[src/hdl/obm_pkg.sv]
// Shared types, codes and constants of the 1-Wire bus master.
package obm_pkg;

   // Default width of the microsecond tick counter.
   localparam int COUNT_BITS_DEFAULT = 10;

   // Configuration port geometry.
   localparam int CSR_INDEX_BITS = 3;
   localparam int CSR_DATA_BITS  = 10;

   // Register indexes on the configuration port.
   localparam logic [CSR_INDEX_BITS-1:0] REG_RESET_LOW     = 3'd0;
   localparam logic [CSR_INDEX_BITS-1:0] REG_RISE_TIMEOUT  = 3'd1;
   localparam logic [CSR_INDEX_BITS-1:0] REG_PRES_TIMEOUT  = 3'd2;
   localparam logic [CSR_INDEX_BITS-1:0] REG_PRES_MAX      = 3'd3;
   localparam logic [CSR_INDEX_BITS-1:0] REG_RESET_RECOV   = 3'd4;
   localparam logic [CSR_INDEX_BITS-1:0] REG_SLOT_LOW      = 3'd5;
   localparam logic [CSR_INDEX_BITS-1:0] REG_SLOT_SAMPLE   = 3'd6;
   localparam logic [CSR_INDEX_BITS-1:0] REG_SLOT_LENGTH   = 3'd7;

   // Register reset values.
   localparam logic [9:0] RESET_LOW_INIT     = 10'd480;
   localparam logic [9:0] RISE_TIMEOUT_INIT  = 10'd80;
   localparam logic [9:0] PRES_TIMEOUT_INIT  = 10'd80;
   localparam logic [9:0] PRES_MAX_INIT      = 10'd320;
   localparam logic [9:0] RESET_RECOV_INIT   = 10'd240;
   localparam logic [5:0] SLOT_LOW_INIT      = 6'd2;
   localparam logic [6:0] SLOT_SAMPLE_INIT   = 7'd15;
   localparam logic [7:0] SLOT_LENGTH_INIT   = 8'd61;

   // Request mode codes as they arrive on the bus.
   localparam logic [1:0] MODE_RESET = 2'd1;
   localparam logic [1:0] MODE_BYTE  = 2'd2;

   // Shortest bit slot the engine runs.
   localparam logic [7:0] SLOT_LENGTH_MIN = 8'd2;

   // Classified command handed from the front end to the engine.
   typedef enum logic [1:0] {
      CMD_TICK,
      CMD_RESET,
      CMD_BYTE
   } cmd_kind_type;

   typedef struct packed {
      cmd_kind_type kind;
      logic [7:0]   tx_byte;
      logic         line_level;
   } cmd_type;

   // Reset outcome codes.
   typedef enum logic [1:0] {
      ST_OK,
      ST_STUCK_LOW,
      ST_NO_PRESENCE,
      ST_PRESENCE_LONG
   } status_type;

   // Engine phases.
   typedef enum logic [3:0] {
      PH_IDLE,
      PH_RST_LOW,
      PH_RST_RISE,
      PH_RST_PRES,
      PH_RST_PEND,
      PH_RST_RECOV,
      PH_SLOT
   } phase_type;

   // One result per tick.
   typedef struct packed {
      status_type  reset_status;
      logic [7:0]  rx_byte;
      logic        done_was_reset;
      logic        done_res;
      logic        busy_res;
      logic        drive_low;
   } rsp_type;

endpackage

[src/hdl/obm_queue.sv]
// Two-entry first-in first-out queue used between the pipeline parts.
module obm_queue #(
   parameter int WIDTH = 8
) (
   input  logic             clock,
   input  logic             reset,
   input  logic             push_valid,
   output logic             push_ready,
   input  logic [WIDTH-1:0] push_data,
   output logic             pop_valid,
   input  logic             pop_ready,
   output logic [WIDTH-1:0] pop_data
);

   logic [WIDTH-1:0] entry_ff [2];
   logic [1:0]       count_ff;
   logic [1:0]       count_in;
   logic             wr_ptr_ff;
   logic             rd_ptr_ff;
   logic             do_push;
   logic             do_pop;

   assign push_ready = (count_ff != 2'd2);
   assign pop_valid  = (count_ff != 2'd0);
   assign pop_data   = entry_ff[rd_ptr_ff];
   assign do_push    = push_valid && push_ready;
   assign do_pop     = pop_valid && pop_ready;

   // Occupancy follows pushes and pops.
   always_comb begin
      count_in = count_ff;
      if (do_push && !do_pop) begin
         count_in = count_ff + 2'd1;
      end else if (do_pop && !do_push) begin
         count_in = count_ff - 2'd1;
      end
   end

   // Pointers and occupancy.
   always_ff @(posedge clock) begin
      if (reset) begin
         count_ff  <= 2'd0;
         wr_ptr_ff <= 1'b0;
         rd_ptr_ff <= 1'b0;
      end else begin
         count_ff <= count_in;
         if (do_push) begin
            wr_ptr_ff <= !wr_ptr_ff;
         end
         if (do_pop) begin
            rd_ptr_ff <= !rd_ptr_ff;
         end
      end
   end

   // Entry storage needs no reset.
   always_ff @(posedge clock) begin
      if (do_push) begin
         entry_ff[wr_ptr_ff] <= push_data;
      end
   end

endmodule

[src/hdl/obm_front.sv]
// Front end: accepts request transactions and classifies their mode.
module obm_front (
   input  logic                 req_valid,
   output logic                 req_ready,
   input  logic [1:0]           req_mode,
   input  logic [7:0]           req_tx_byte,
   input  logic                 req_line_level,
   output logic                 cmd_valid,
   input  logic                 cmd_ready,
   output obm_pkg::cmd_type     cmd
);

   assign cmd_valid = req_valid;
   assign req_ready = cmd_ready;

   // Decode the mode; the other codes act as a plain tick.
   always_comb begin
      cmd.tx_byte    = req_tx_byte;
      cmd.line_level = req_line_level;
      unique case (req_mode)
         obm_pkg::MODE_RESET: cmd.kind = obm_pkg::CMD_RESET;
         obm_pkg::MODE_BYTE:  cmd.kind = obm_pkg::CMD_BYTE;
         default:             cmd.kind = obm_pkg::CMD_TICK;
      endcase
   end

endmodule

[src/hdl/obm_engine.sv]
// Back end: configuration registers and the 1-Wire timing engine.
module obm_engine #(
   parameter int COUNT_BITS = obm_pkg::COUNT_BITS_DEFAULT
) (
   input  logic                                 clock,
   input  logic                                 reset,
   input  logic                                 csr_write,
   input  logic [obm_pkg::CSR_INDEX_BITS-1:0]   csr_index,
   input  logic [obm_pkg::CSR_DATA_BITS-1:0]    csr_data,
   input  logic                                 cmd_valid,
   output logic                                 cmd_ready,
   input  obm_pkg::cmd_type                     cmd,
   output logic                                 out_valid,
   input  logic                                 out_ready,
   output obm_pkg::rsp_type                     out
);

   // Compare width wide enough for both the counter and the 10-bit limits.
   localparam int CW = (COUNT_BITS > obm_pkg::CSR_DATA_BITS) ?
                       COUNT_BITS : obm_pkg::CSR_DATA_BITS;
   localparam logic [COUNT_BITS-1:0] CNT_MAX = {COUNT_BITS{1'b1}};

   // Configuration registers.
   logic [9:0] cfg_reset_low_ff;
   logic [9:0] cfg_rise_timeout_ff;
   logic [9:0] cfg_pres_timeout_ff;
   logic [9:0] cfg_pres_max_ff;
   logic [9:0] cfg_reset_recov_ff;
   logic [5:0] cfg_slot_low_ff;
   logic [6:0] cfg_slot_sample_ff;
   logic [7:0] cfg_slot_length_ff;

   // Engine state.
   obm_pkg::phase_type      phase_ff, phase_in, phase_eff;
   logic [COUNT_BITS-1:0]   tick_ff, tick_in, tick_eff, tick_inc;
   logic [2:0]              bit_ff, bit_in, bit_eff;
   logic [7:0]              send_ff, send_in, send_eff;
   logic [7:0]              recv_ff, recv_in, recv_eff;
   obm_pkg::status_type     status_ff, status_in;

   // Slot timing derived from the registers.
   logic [7:0] slot_len;
   logic [7:0] slot_last;
   logic [7:0] slot_samp;
   logic [CW-1:0] tick_inc_w;

   logic step;

   assign step      = cmd_valid && out_ready;
   assign cmd_ready = out_ready;
   assign out_valid = cmd_valid;

   // Threshold cut to the counter maximum.
   function automatic logic [CW-1:0] limit_of(input logic [9:0] v);
      logic [CW-1:0] v_w;
      logic [CW-1:0] m_w;
      v_w = CW'(v);
      m_w = CW'(CNT_MAX);
      return (v_w > m_w) ? m_w : v_w;
   endfunction

   assign tick_inc   = (tick_eff != CNT_MAX) ? tick_eff + 1'b1 : tick_eff;
   assign tick_inc_w = CW'(tick_inc);

   assign slot_len  = (cfg_slot_length_ff < obm_pkg::SLOT_LENGTH_MIN) ?
                      obm_pkg::SLOT_LENGTH_MIN : cfg_slot_length_ff;
   assign slot_last = slot_len - 8'd1;
   assign slot_samp = ({1'b0, cfg_slot_sample_ff} < slot_last) ?
                      {1'b0, cfg_slot_sample_ff} : slot_last;

   // Configuration writes, truncated to each register's width.
   always_ff @(posedge clock) begin
      if (reset) begin
         cfg_reset_low_ff    <= obm_pkg::RESET_LOW_INIT;
         cfg_rise_timeout_ff <= obm_pkg::RISE_TIMEOUT_INIT;
         cfg_pres_timeout_ff <= obm_pkg::PRES_TIMEOUT_INIT;
         cfg_pres_max_ff     <= obm_pkg::PRES_MAX_INIT;
         cfg_reset_recov_ff  <= obm_pkg::RESET_RECOV_INIT;
         cfg_slot_low_ff     <= obm_pkg::SLOT_LOW_INIT;
         cfg_slot_sample_ff  <= obm_pkg::SLOT_SAMPLE_INIT;
         cfg_slot_length_ff  <= obm_pkg::SLOT_LENGTH_INIT;
      end else if (csr_write) begin
         unique case (csr_index)
            obm_pkg::REG_RESET_LOW:    cfg_reset_low_ff    <= csr_data;
            obm_pkg::REG_RISE_TIMEOUT: cfg_rise_timeout_ff <= csr_data;
            obm_pkg::REG_PRES_TIMEOUT: cfg_pres_timeout_ff <= csr_data;
            obm_pkg::REG_PRES_MAX:     cfg_pres_max_ff     <= csr_data;
            obm_pkg::REG_RESET_RECOV:  cfg_reset_recov_ff  <= csr_data;
            obm_pkg::REG_SLOT_LOW:     cfg_slot_low_ff     <= csr_data[5:0];
            obm_pkg::REG_SLOT_SAMPLE:  cfg_slot_sample_ff  <= csr_data[6:0];
            obm_pkg::REG_SLOT_LENGTH:  cfg_slot_length_ff  <= csr_data[7:0];
         endcase
      end
   end

   // Phase register.
   always_ff @(posedge clock) begin
      if (reset) begin
         phase_ff <= obm_pkg::PH_IDLE;
      end else if (step) begin
         phase_ff <= phase_in;
      end
   end

   // Counters, shift registers and status.
   always_ff @(posedge clock) begin
      if (reset) begin
         tick_ff   <= '0;
         bit_ff    <= 3'd0;
         send_ff   <= 8'd0;
         recv_ff   <= 8'd0;
         status_ff <= obm_pkg::ST_OK;
      end else if (step) begin
         tick_ff   <= tick_in;
         bit_ff    <= bit_in;
         send_ff   <= send_in;
         recv_ff   <= recv_in;
         status_ff <= status_in;
      end
   end

   // A command starts its operation on its own tick.
   always_comb begin
      phase_eff = phase_ff;
      tick_eff  = tick_ff;
      bit_eff   = bit_ff;
      send_eff  = send_ff;
      recv_eff  = recv_ff;
      if (phase_ff == obm_pkg::PH_IDLE) begin
         if (cmd.kind == obm_pkg::CMD_RESET) begin
            phase_eff = obm_pkg::PH_RST_LOW;
            tick_eff  = '0;
         end else if (cmd.kind == obm_pkg::CMD_BYTE) begin
            phase_eff = obm_pkg::PH_SLOT;
            tick_eff  = '0;
            bit_eff   = 3'd0;
            send_eff  = cmd.tx_byte;
            recv_eff  = 8'd0;
         end
      end
   end

   // Next state and the tick's outputs.
   always_comb begin
      phase_in  = phase_eff;
      tick_in   = tick_eff;
      bit_in    = bit_eff;
      send_in   = send_eff;
      recv_in   = recv_eff;
      status_in = status_ff;
      out.drive_low      = 1'b0;
      out.busy_res       = 1'b0;
      out.done_res       = 1'b0;
      out.done_was_reset = 1'b0;
      unique case (phase_eff)
         obm_pkg::PH_RST_LOW: begin
            out.busy_res  = 1'b1;
            out.drive_low = 1'b1;
            tick_in       = tick_inc;
            if (tick_inc_w >= limit_of(cfg_reset_low_ff)) begin
               phase_in = obm_pkg::PH_RST_RISE;
               tick_in  = '0;
            end
         end
         obm_pkg::PH_RST_RISE: begin
            out.busy_res = 1'b1;
            if (cmd.line_level) begin
               phase_in = obm_pkg::PH_RST_PRES;
               tick_in  = '0;
            end else begin
               tick_in = tick_inc;
               if (tick_inc_w >= limit_of(cfg_rise_timeout_ff)) begin
                  status_in = obm_pkg::ST_STUCK_LOW;
                  phase_in  = obm_pkg::PH_RST_RECOV;
                  tick_in   = '0;
               end
            end
         end
         obm_pkg::PH_RST_PRES: begin
            out.busy_res = 1'b1;
            if (!cmd.line_level) begin
               phase_in = obm_pkg::PH_RST_PEND;
               tick_in  = '0;
            end else begin
               tick_in = tick_inc;
               if (tick_inc_w >= limit_of(cfg_pres_timeout_ff)) begin
                  status_in = obm_pkg::ST_NO_PRESENCE;
                  phase_in  = obm_pkg::PH_RST_RECOV;
                  tick_in   = '0;
               end
            end
         end
         obm_pkg::PH_RST_PEND: begin
            out.busy_res = 1'b1;
            if (cmd.line_level) begin
               status_in = obm_pkg::ST_OK;
               phase_in  = obm_pkg::PH_RST_RECOV;
               tick_in   = '0;
            end else begin
               tick_in = tick_inc;
               if (tick_inc_w >= limit_of(cfg_pres_max_ff)) begin
                  status_in = obm_pkg::ST_PRESENCE_LONG;
                  phase_in  = obm_pkg::PH_RST_RECOV;
                  tick_in   = '0;
               end
            end
         end
         obm_pkg::PH_RST_RECOV: begin
            out.busy_res = 1'b1;
            tick_in      = tick_inc;
            if (tick_inc_w >= limit_of(cfg_reset_recov_ff)) begin
               out.done_res       = 1'b1;
               out.done_was_reset = 1'b1;
               phase_in           = obm_pkg::PH_IDLE;
               tick_in            = '0;
            end
         end
         obm_pkg::PH_SLOT: begin
            out.busy_res = 1'b1;
            // Pull low at slot start, then release to the transmit bit.
            if (tick_eff < COUNT_BITS'(slot_last)) begin
               if (tick_eff < COUNT_BITS'(cfg_slot_low_ff)) begin
                  out.drive_low = 1'b1;
               end else begin
                  out.drive_low = !send_eff[0];
               end
            end
            if (tick_eff == COUNT_BITS'(slot_samp)) begin
               recv_in = {cmd.line_level, recv_eff[7:1]};
            end
            if (tick_eff >= COUNT_BITS'(slot_last)) begin
               send_in = {1'b0, send_eff[7:1]};
               tick_in = '0;
               if (bit_eff == 3'd7) begin
                  bit_in       = 3'd0;
                  out.done_res = 1'b1;
                  phase_in     = obm_pkg::PH_IDLE;
               end else begin
                  bit_in = bit_eff + 3'd1;
               end
            end else begin
               tick_in = tick_eff + 1'b1;
            end
         end
         default: begin
            phase_in = obm_pkg::PH_IDLE;
            tick_in  = '0;
         end
      endcase
      out.rx_byte      = recv_in;
      out.reset_status = status_in;
   end

endmodule

[src/hdl/onewire_bus_master_unit.sv]
// Top level of the 1-Wire bus master: front end, command queue, engine, result queue.
//
//   Channel  Direction  Handshake              Payload
//   req      in         req_tvalid/req_tready  tdata: tx_byte, line_level; tuser: mode
//   rsp      out        rsp_tvalid/rsp_tready  tdata: one result per tick
//   csr      in         csr_valid/csr_ready    csr_index, csr_data
//
// The engine answers each tick combinationally; a new request is taken every cycle
// while the command queue has room, and reaches its result through both queues.
// Reset is synchronous and clears the queues, the engine and the registers.
// Either side may stall; two-entry queues on both sides of the engine absorb it.
module onewire_bus_master_unit #(
   parameter int COUNT_BITS = obm_pkg::COUNT_BITS_DEFAULT
) (
   input  logic                                clock,
   input  logic                                reset,
   input  logic                                req_tvalid,
   output logic                                req_tready,
   input  logic [15:0]                         req_tdata,  // tx_byte[7:0], line_level[8], zero
   input  logic [1:0]                          req_tuser,  // mode[1:0]
   output logic                                rsp_tvalid,
   input  logic                                rsp_tready,
   output logic [15:0]                         rsp_tdata,  // drive_low, busy_res, done_res,
                                                           // done_was_reset, rx_byte[11:4],
                                                           // reset_status[13:12], zero
   input  logic                                csr_valid,
   output logic                                csr_ready,
   input  logic [obm_pkg::CSR_INDEX_BITS-1:0]  csr_index,
   input  logic [obm_pkg::CSR_DATA_BITS-1:0]   csr_data
);

   localparam int CMD_BITS = $bits(obm_pkg::cmd_type);
   localparam int RSP_BITS = $bits(obm_pkg::rsp_type);

   obm_pkg::cmd_type  front_cmd;
   obm_pkg::cmd_type  queue_cmd;
   obm_pkg::rsp_type  engine_rsp;
   obm_pkg::rsp_type  queue_rsp;
   logic              front_valid, front_ready;
   logic              cmd_valid, cmd_ready;
   logic              eng_valid, eng_ready;

   assign csr_ready = 1'b1;

   // Classify each request transaction.
   obm_front u_front (
      .req_valid      (req_tvalid),
      .req_ready      (req_tready),
      .req_mode       (req_tuser),
      .req_tx_byte    (req_tdata[7:0]),
      .req_line_level (req_tdata[8]),
      .cmd_valid      (front_valid),
      .cmd_ready      (front_ready),
      .cmd            (front_cmd)
   );

   // Command queue between front end and engine.
   obm_queue #(.WIDTH(CMD_BITS)) u_cmd_queue (
      .clock      (clock),
      .reset      (reset),
      .push_valid (front_valid),
      .push_ready (front_ready),
      .push_data  (front_cmd),
      .pop_valid  (cmd_valid),
      .pop_ready  (cmd_ready),
      .pop_data   (queue_cmd)
   );

   // Timing engine.
   obm_engine #(.COUNT_BITS(COUNT_BITS)) u_engine (
      .clock     (clock),
      .reset     (reset),
      .csr_write (csr_valid && csr_ready),
      .csr_index (csr_index),
      .csr_data  (csr_data),
      .cmd_valid (cmd_valid),
      .cmd_ready (cmd_ready),
      .cmd       (queue_cmd),
      .out_valid (eng_valid),
      .out_ready (eng_ready),
      .out       (engine_rsp)
   );

   // Result queue toward the response channel.
   obm_queue #(.WIDTH(RSP_BITS)) u_rsp_queue (
      .clock      (clock),
      .reset      (reset),
      .push_valid (eng_valid),
      .push_ready (eng_ready),
      .push_data  (engine_rsp),
      .pop_valid  (rsp_tvalid),
      .pop_ready  (rsp_tready),
      .pop_data   (queue_rsp)
   );

   // Pack the result fields, lowest bit first.
   assign rsp_tdata = {2'b00, queue_rsp};

endmodule

[config.mk]
export PLATFORM = sky130hd
export DESIGN_NAME = onewire_bus_master_unit
export DESIGN_NICKNAME = d
export VERILOG_FILES = /design/src/hdl/obm_pkg.sv /design/src/hdl/obm_queue.sv /design/src/hdl/obm_front.sv /design/src/hdl/obm_engine.sv /design/src/hdl/onewire_bus_master_unit.sv
export SDC_FILE = /design/constraint.sdc
export NUM_CORES = 1
export LEC_CHECK = 0
export BUFFER_PORTS_ARGS = -buffer_cell sky130_fd_sc_hd__buf_4
export CAP_MARGIN = 15
export CORE_ASPECT_RATIO = 1.4
export CORE_MARGIN = 3
export CORE_UTILIZATION = 45
export CTS_CLUSTER_SIZE = 16
export DETAILED_ROUTE_END_ITERATION = 8
export HOLD_SLACK_MARGIN = 0.05
export SYNTH_ARGS = -nofsm -noshare
export SYNTH_HDL_FRONTEND = slang
export SYNTH_HIERARCHICAL = 1
export SYNTH_SLANG_ARGS = --single-unit
[constraint.sdc]
create_clock -name clock -period 6.7 [get_ports clock]
set_input_delay 1.34 -clock clock [delete_from_list [all_inputs] [get_ports clock]]
set_output_delay 1.34 -clock clock [all_outputs]
set_load 0.01 [all_outputs]
After elaboration in Yosys (flattened, before gate mapping)
Memory sizes are Yosys's and may differ from the RTL's. A register that Yosys moved wholly into a read port is not among the register bits.
Cells that the tools add are included.
{"block": "totals", "regBits": 114, "ram_bits": 50, "out_inout_bits": 19, "n_memories": 2}
{"block": "classes", "add_sub_neg": 7, "order_cmp": 15, "eq_ne": 22, "mux": 80, "n_reduce_logical": 30}
{"memory": "u_rsp_queue.entry_ff", "depth": 2, "width": 14, "read_ports": 1, "rd_clocked_by_memory_dff": 1, "wr": 1, "line_no": "obm_queue.sv:15", "rtl": "logic [WIDTH-1:0] entry_ff [2];"}
{"memory": "u_cmd_queue.entry_ff", "depth": 2, "width": 11, "read_ports": 1, "rd_clocked_by_memory_dff": 1, "wr": 1, "line_no": "obm_queue.sv:15"}
{"op": "$mux 10", "n": 18}
{"op": "$mux 8", "n": 12}
{"op": "$pmux 10 s6", "n": 1}
{"op": "$mux 4", "n": 13}
{"op": "$ge 10x10->1", "n": 5}
{"op": "$gt 10x10->1 const B", "n": 5}
{"op": "$pmux 4 s6", "n": 1}
{"op": "$mux 2", "n": 11}
{"op": "$mux 3", "n": 6}
{"op": "$reduce_and 2->1", "n": 8}
{"op": "$eq 3x3->1 const B", "n": 5}
{"op": "$mux 1", "n": 14}
{"op": "$eq 4x3->1 const B", "n": 3}
{"op": "$add 10x1->10 const B", "n": 1}
{"op": "$eq 10x8->1", "n": 1}
{"op": "$ge 10x8->1", "n": 1}
{"op": "$lt 10x6->1", "n": 1}
{"op": "$lt 10x8->1", "n": 1}
{"op": "$ne 10x10->1 const B", "n": 1}
{"op": "$eq 4x2->1 const B", "n": 2}
{"op": "$logic_not 1->1", "n": 8}
{"op": "$lt 7x8->1", "n": 1}
{"op": "$lt 8x2->1 const B", "n": 1}
{"op": "$reduce_bool 2->1", "n": 4}
{"op": "other kinds (17)", "n": 30}

Logic depth before layout (Yosys ltp)
{"block": "logic_depth", "word_depth": 10, "mapped_depth": 23, "depth_no_buf": 21}

Cells and area by module
The synthesis kept the hierarchy.
{"module": "obm_engine", "n_inst": 1, "cells_each": 951, "area_per_inst_um2": 7375.8, "seq_area_each_um2": 2122.0}
{"module": "obm_queue (u_rsp_queue)", "n_inst": 1, "cells_each": 67, "area_per_inst_um2": 1226.2, "seq_area_each_um2": 940.9}
{"module": "obm_queue (u_cmd_queue)", "n_inst": 1, "cells_each": 58, "area_per_inst_um2": 1012.2, "seq_area_each_um2": 760.7}
{"module": "obm_front", "n_inst": 1, "cells_each": 13, "area_per_inst_um2": 97.6, "seq_area_each_um2": 0.0}
{"module": "onewire_bus_master_unit", "n_inst": 1, "cells_each": 5, "area_per_inst_um2": 30.0, "seq_area_each_um2": 0.0}

Worst setup path before layout
OpenSTA, ideal clock, no wires.
{"block": "synth_timing", "path_type": "register to register", "startpoint": "register (tool-made name)", "endpoint": "register u_engine.tick_ff[5]", "setup_time_ns": 0.080, "t_arrival_ns": 5.391, "t_required_ns": 6.620, "path_slack_ns": 1.230, "path_stages_with_launch": 23, "path_buffers": 2, "synth_period_minus_slack_ns": 5.470, "path_cell_list": "dfxtp_1 > buf_2 > mux2_2 > xor2_1 > nand2_1 > and2_1 > clkbuf_1 > ha_1 > nand4_1 > nor2_1 > nand4_1 > nor2_1 > nand2_1 > xnor2_1 > ha_1 > nand2b_1 > a2111oi_0 > o31ai_1 > a2111o_1 > a31oi_1 > o21ai_0 > or2_2 > o211ai_1"}
{"element": "end signal, assigned", "line_no": "obm_engine.sv:114", "rtl": "tick_ff <= tick_in;"}
{"element": "end, declared", "line_no": "obm_engine.sv:35", "rtl": "logic [COUNT_BITS-1:0] tick_ff, tick_in, tick_eff, tick_inc;"}

Worst setup path in the final report
{"block": "layout_timing", "startpoint": "register u_engine.phase_ff[0]", "endpoint": "register u_engine.tick_ff[3]"}
{"block": "layout_between", "elab_chain_len": 8, "word_cells_on_any_way": 30, "cone_classes": "add/sub (1); order compare (6); eq/ne (7); mux (15); reduce/logical (1)"}
{"element": "start, declared", "line_no": "obm_engine.sv:34", "rtl": "obm_pkg::phase_type phase_ff, phase_in, phase_eff;"}
{"element": "start signal, assigned", "line_no": "obm_engine.sv:99", "rtl": "phase_ff <= obm_pkg::PH_IDLE;"}
{"element": "start signal, assigned", "line_no": "obm_engine.sv:101", "rtl": "phase_ff <= phase_in;"}
{"element": "$logic_not 4->1", "line_no": "obm_engine.sv:129", "rtl": "if (phase_ff == obm_pkg::PH_IDLE) begin"}
{"element": "$mux 10", "line_no": "obm_engine.sv:129"}
{"element": "$add 10x1->10 / $ne 10x10->1 (equally long branches)", "line_no": "obm_engine.sv:62, obm_engine.sv:242"}
{"element": "$mux 10", "line_no": "obm_engine.sv:62", "rtl": "assign tick_inc = (tick_eff != CNT_MAX) ? tick_eff + 1'b1 : tick_eff;"}
{"element": "$ge 10x10->1 (on tied branches)", "line_no": "obm_engine.sv:201, obm_engine.sv:172, obm_engine.sv:186"}
{"element": "$mux 10 (on tied branches)", "line_no": "obm_engine.sv:201, obm_engine.sv:172, obm_engine.sv:186"}
{"element": "$mux 10 (on tied branches)", "line_no": "obm_engine.sv:195, obm_engine.sv:167, obm_engine.sv:181"}
{"element": "$pmux 10 s6 *", "line_no": "obm_engine.sv:155", "rtl": "unique case (phase_eff)"}
Every way passes the cells marked *; elsewhere a longest branch is shown, timed or not.
A chain may end at the register's enable or synchronous reset.

==> summary.txt <==
GRT
  – First-pass GRT wire length: 38,580 um
  – Grt total ovfl: 0
  – Vias in the first global route: 7,437
  – Largest net degree at the start of global routing: 67
  – Total global-route track usage: 0.2085
  – Initial antenna violation count: 0

Timing
  – Final WS setup: 0.8848 ns
  – RSZ-0062 raised after global routing: no
  – Hold slack: 0.4533 ns
  – TNS Setup: 0 ns
  – Fin. max-slew vios: 0
  – Fin. Hold Viols: 0
  – Fmax: 0.1720 GHz
  – Slew at the pin closest to its max-slew limit: 1.159 ns
  – Final-report setup violation count: 0
  – Tmin final: 5.815 ns
  – Layout Skew: 0.01270 ns
  – Final worst-path cycle share: 0.8679
  – Slew HR: 0.2195

Power and ir drop
  – Static Leakage: 4.352 nW
  – Peak VDD IR: 0.0001953 V
  – Cell Pwr Density: 292.8 mW/mm^2
  – Power Total: 0.003134 W

Worst setup path
  – CP Class: register to register
  – CP Max Fanout: 14
  – CP endpoint kind: register
  – Critical path arrival: 6.14 ns
  – Req. time, crit path: 7.03 ns
  – Crit start category: register

Floorplan
  – FP Rows: 63
  – Die area: 0.02347 mm^2
  – # IOs: 55
  – Die Ht: 180.1 um
  – Initial Utilization: 0.4594
  – Core area: 0.02120 mm^2
  – Die X-Extent: 130.4 um

Detailed routing
  – Final wirelength: 23,930 um
  – First drt pass iteration count: 5
  – Drt wl/cell: 17.42 um
  – Vias per cell: 5.661
  – DRT antenna net count: 0
  – DRC viols: 0
  – Vias: 7,778
  – 1st-iter DRT viols: 447

CTS
  – Root buf cell: clkbuf_16
  – Clock transition at the registers of the reported paths: 0.07 ns
  – Maximum clock insertion buffer count: 2
  – CTS Hold Buffers Added: 0
  – Worst skew pair latency: 0.43 ns
  – Postcts setup bufs: 0
  – Clk sink count: 166
  – CTS buffer count: 17
  – TritonCTS clock tree: yes
  – Post-CTS Resized: 0
  – Max H-tree Level: 4

Run status
  – Status: completed

Placement
  – Place WS: 0.8804 ns
  – Post-DP HPWL: 17,380 um
  – PortBufs: 44
  – GP Congestion: 0.9100

Logic synthesis
  – Synthesized flop and latch total: 166
  – Most used DFF post-synth: dfxtp_1
  – Number of synthesized flops with an enable pin: 50
  – Post-synthesis sequential area ratio: 0.3925
  – Synth cell types: 86
  – Avg Cell Area, Syn: 8.905 um^2
  – Synth async-reset ratio: 0
  – YS warnings: 6
  – Mapped Cells: 1,094
  – Mapped cell area: 0.009742 mm^2

Cells and area
  – Most common cell after layout, fill and taps aside: nand2_1
  – # fillers: 1,995
  – Area delta synth->final: 9.864%
  – Area of the multi-input gates: 0.005280 mm^2
  – N_diodes: 0
  – Net count, final: 1,211
  – Reg area: 0.003824 mm^2
  – Most frequent cells in the layout: 146 x nand2_1, 116 x dfxtp_1, 78 x a21oi_1, 76 x nor2_1, 74 x ha_1
  – Layout cells sized above 1: 0.1302

Hold path
  – Min-Delay Path Class: register to register

Flow run
  – Maxcap violations: 0
## where the power goes
| group | switching, W | internal (W) | leakage (nW) |
|---|---|---|---|
| Sequential | 0.0000805 | 0.00119 | 1.41 |
| Combinational | 0.000548 | 0.000382 | 2.67 |
| Clock | 0.000422 | 0.000513 | 0.267 |
| Total | 0.00105 | 0.00208 | 4.35 |
## registers in the layout, summed over array words and instances (netlist names), 2 cells and up, named ones only
| signal | cells |
|---|---|
| u_engine/recv_ff | 8 |
| u_rsp_queue/count_ff | 2 |
| u_engine/cfg_pres_timeout_ff | 10 |
| u_engine/cfg_slot_sample_ff | 7 |
| u_cmd_queue/count_ff | 2 |
| u_engine/cfg_reset_recov_ff | 10 |
| u_engine/status_ff | 2 |
| u_engine/cfg_slot_low_ff | 6 |
| u_rsp_queue/entry_ff | 28 |
| u_engine/tick_ff | 10 |
| u_cmd_queue/entry_ff | 22 |
| u_engine/cfg_rise_timeout_ff | 10 |
| u_engine/cfg_pres_max_ff | 10 |
| u_engine/cfg_reset_low_ff | 10 |
| u_engine/bit_ff | 3 |
| u_engine/phase_ff | 4 |
| u_engine/send_ff | 8 |
| u_engine/cfg_slot_length_ff | 8 |
## metal layers
| layer | vias up | share of wire | global-route usage | wire, um |
|---|---|---|---|---|
| li1 | 3883 | - | - | - |
| met1 | 3676 | 0.43 | 0.2565 | 10280 |
| met2 | 177 | 0.51 | 0.3609 | 12140 |
| met3 | 42 | 0.034 | 0.02877 | 822 |
| met4 | 0 | 0.029 | 0.08687 | 693 |
| met5 | - | 0 | 0 | 0 |
## layout make-up
class	instances	area share
multi-input cells	784	0.4933
flip-flops and latches	166	0.3573
repair buffers	60	0.04209
clock buffers	17	0.03975
well taps	260	0.03040
inverters	72	0.02525
clock inverters	15	0.01192
## logic make-up (layout without fill, tap and decap cells)
| kind of cell | count (synthesis) | count (layout) | share of synthesized area |
|---|---|---|---|
| simple gates | 379 | 379 | 0.1916 |
| compound gates | 259 | 259 | 0.1819 |
| flops | 166 | 166 | 0.3925 |
| buf+inv | 145 | 164 | 0.06589 |
| fa+ha+maj | 75 | 75 | 0.09620 |
| mux | 44 | 44 | 0.04880 |
| xor+xnor | 24 | 24 | 0.02235 |
| other cells | 2 | 3 | 0.0007709 |
## worst paths after layout
path | start | end | slack [ns] | depth (start not counted)
max | u_engine/phase_ff[0]$_SDFFE_PP0P_ | u_engine/tick_ff[3]$_SDFFE_PP0P_ | 0.88 | 18
min reg2reg | u_engine/cfg_pres_timeout_ff[8]$_SDFFE_PP0P_ | u_engine/cfg_pres_timeout_ff[8]$_SDFFE_PP0P_ | 0.45 | 2
max reg2reg | u_engine/phase_ff[0]$_SDFFE_PP0P_ | u_engine/tick_ff[3]$_SDFFE_PP0P_ | 0.88 | 18
min | u_engine/cfg_pres_timeout_ff[8]$_SDFFE_PP0P_ | u_engine/cfg_pres_timeout_ff[8]$_SDFFE_PP0P_ | 0.45 | 2
## worst max-delay path, cell delays in order (launching register included)
cell,delay [ns]
dfxtp_1,0.44
or4_1,0.60
o21ai_1,0.43
inv_1,0.23
ha_1,0.33
nand4_1,0.11
nor2_1,0.07
nand4_1,0.22
nor2_1,0.09
nand2_1,0.28
o21ai_0,0.51
ha_1,0.47
and3_1,0.14
a221oi_1,0.07
o21ai_0,0.46
o21bai_1,0.27
o21ai_0,0.55
nor2_1,0.17
a211o_1,0.30
## metrics by stage
stage / util / instance area [um^2] / std cells
6_report: 0.5048 / 10700 / 1374
5_1_grt: 0.5048 / 10700 / 1374
4_1_cts: 0.5048 / 10700 / 1374
3_5_place_dp: 0.4787 / 10150 / 1342
3_3_place_gp: 0.4787 / 10150 / 1342
2_1_floorplan: - / 9746 / 1095
## synthesized netlist by cell type (6+ instances only)
master | n | share of area
inv_1 | 72 | 0.028
xor2_1 | 15 | 0.013
nor2b_1 | 26 | 0.017
clkbuf_1 | 44 | 0.017
o21ai_0 | 42 | 0.022
mux2i_1 | 18 | 0.018
mux2_2 | 25 | 0.029
nor2_1 | 76 | 0.029
nor3_1 | 13 | 0.0067
ha_1 | 74 | 0.095
o211ai_1 | 8 | 0.0062
dfxtp_1 | 116 | 0.24
and2_1 | 12 | 0.0077
a21oi_1 | 78 | 0.040
a211oi_1 | 22 | 0.017
a21o_1 | 7 | 0.0054
o2bb2ai_1 | 7 | 0.0063
nor4_1 | 8 | 0.0051
o21a_1 | 6 | 0.0046
nand2b_1 | 20 | 0.013
xnor2_1 | 8 | 0.0072
and3_1 | 10 | 0.0064
buf_4 | 20 | 0.015
nand3b_1 | 18 | 0.014
o31ai_1 | 10 | 0.0077
a211o_1 | 22 | 0.020
nand4_1 | 8 | 0.0051
nand3_1 | 10 | 0.0051
nand2_1 | 146 | 0.056
edfxtp_1 | 50 | 0.15
No activity file was read; power rests on OpenSTA's default activity.
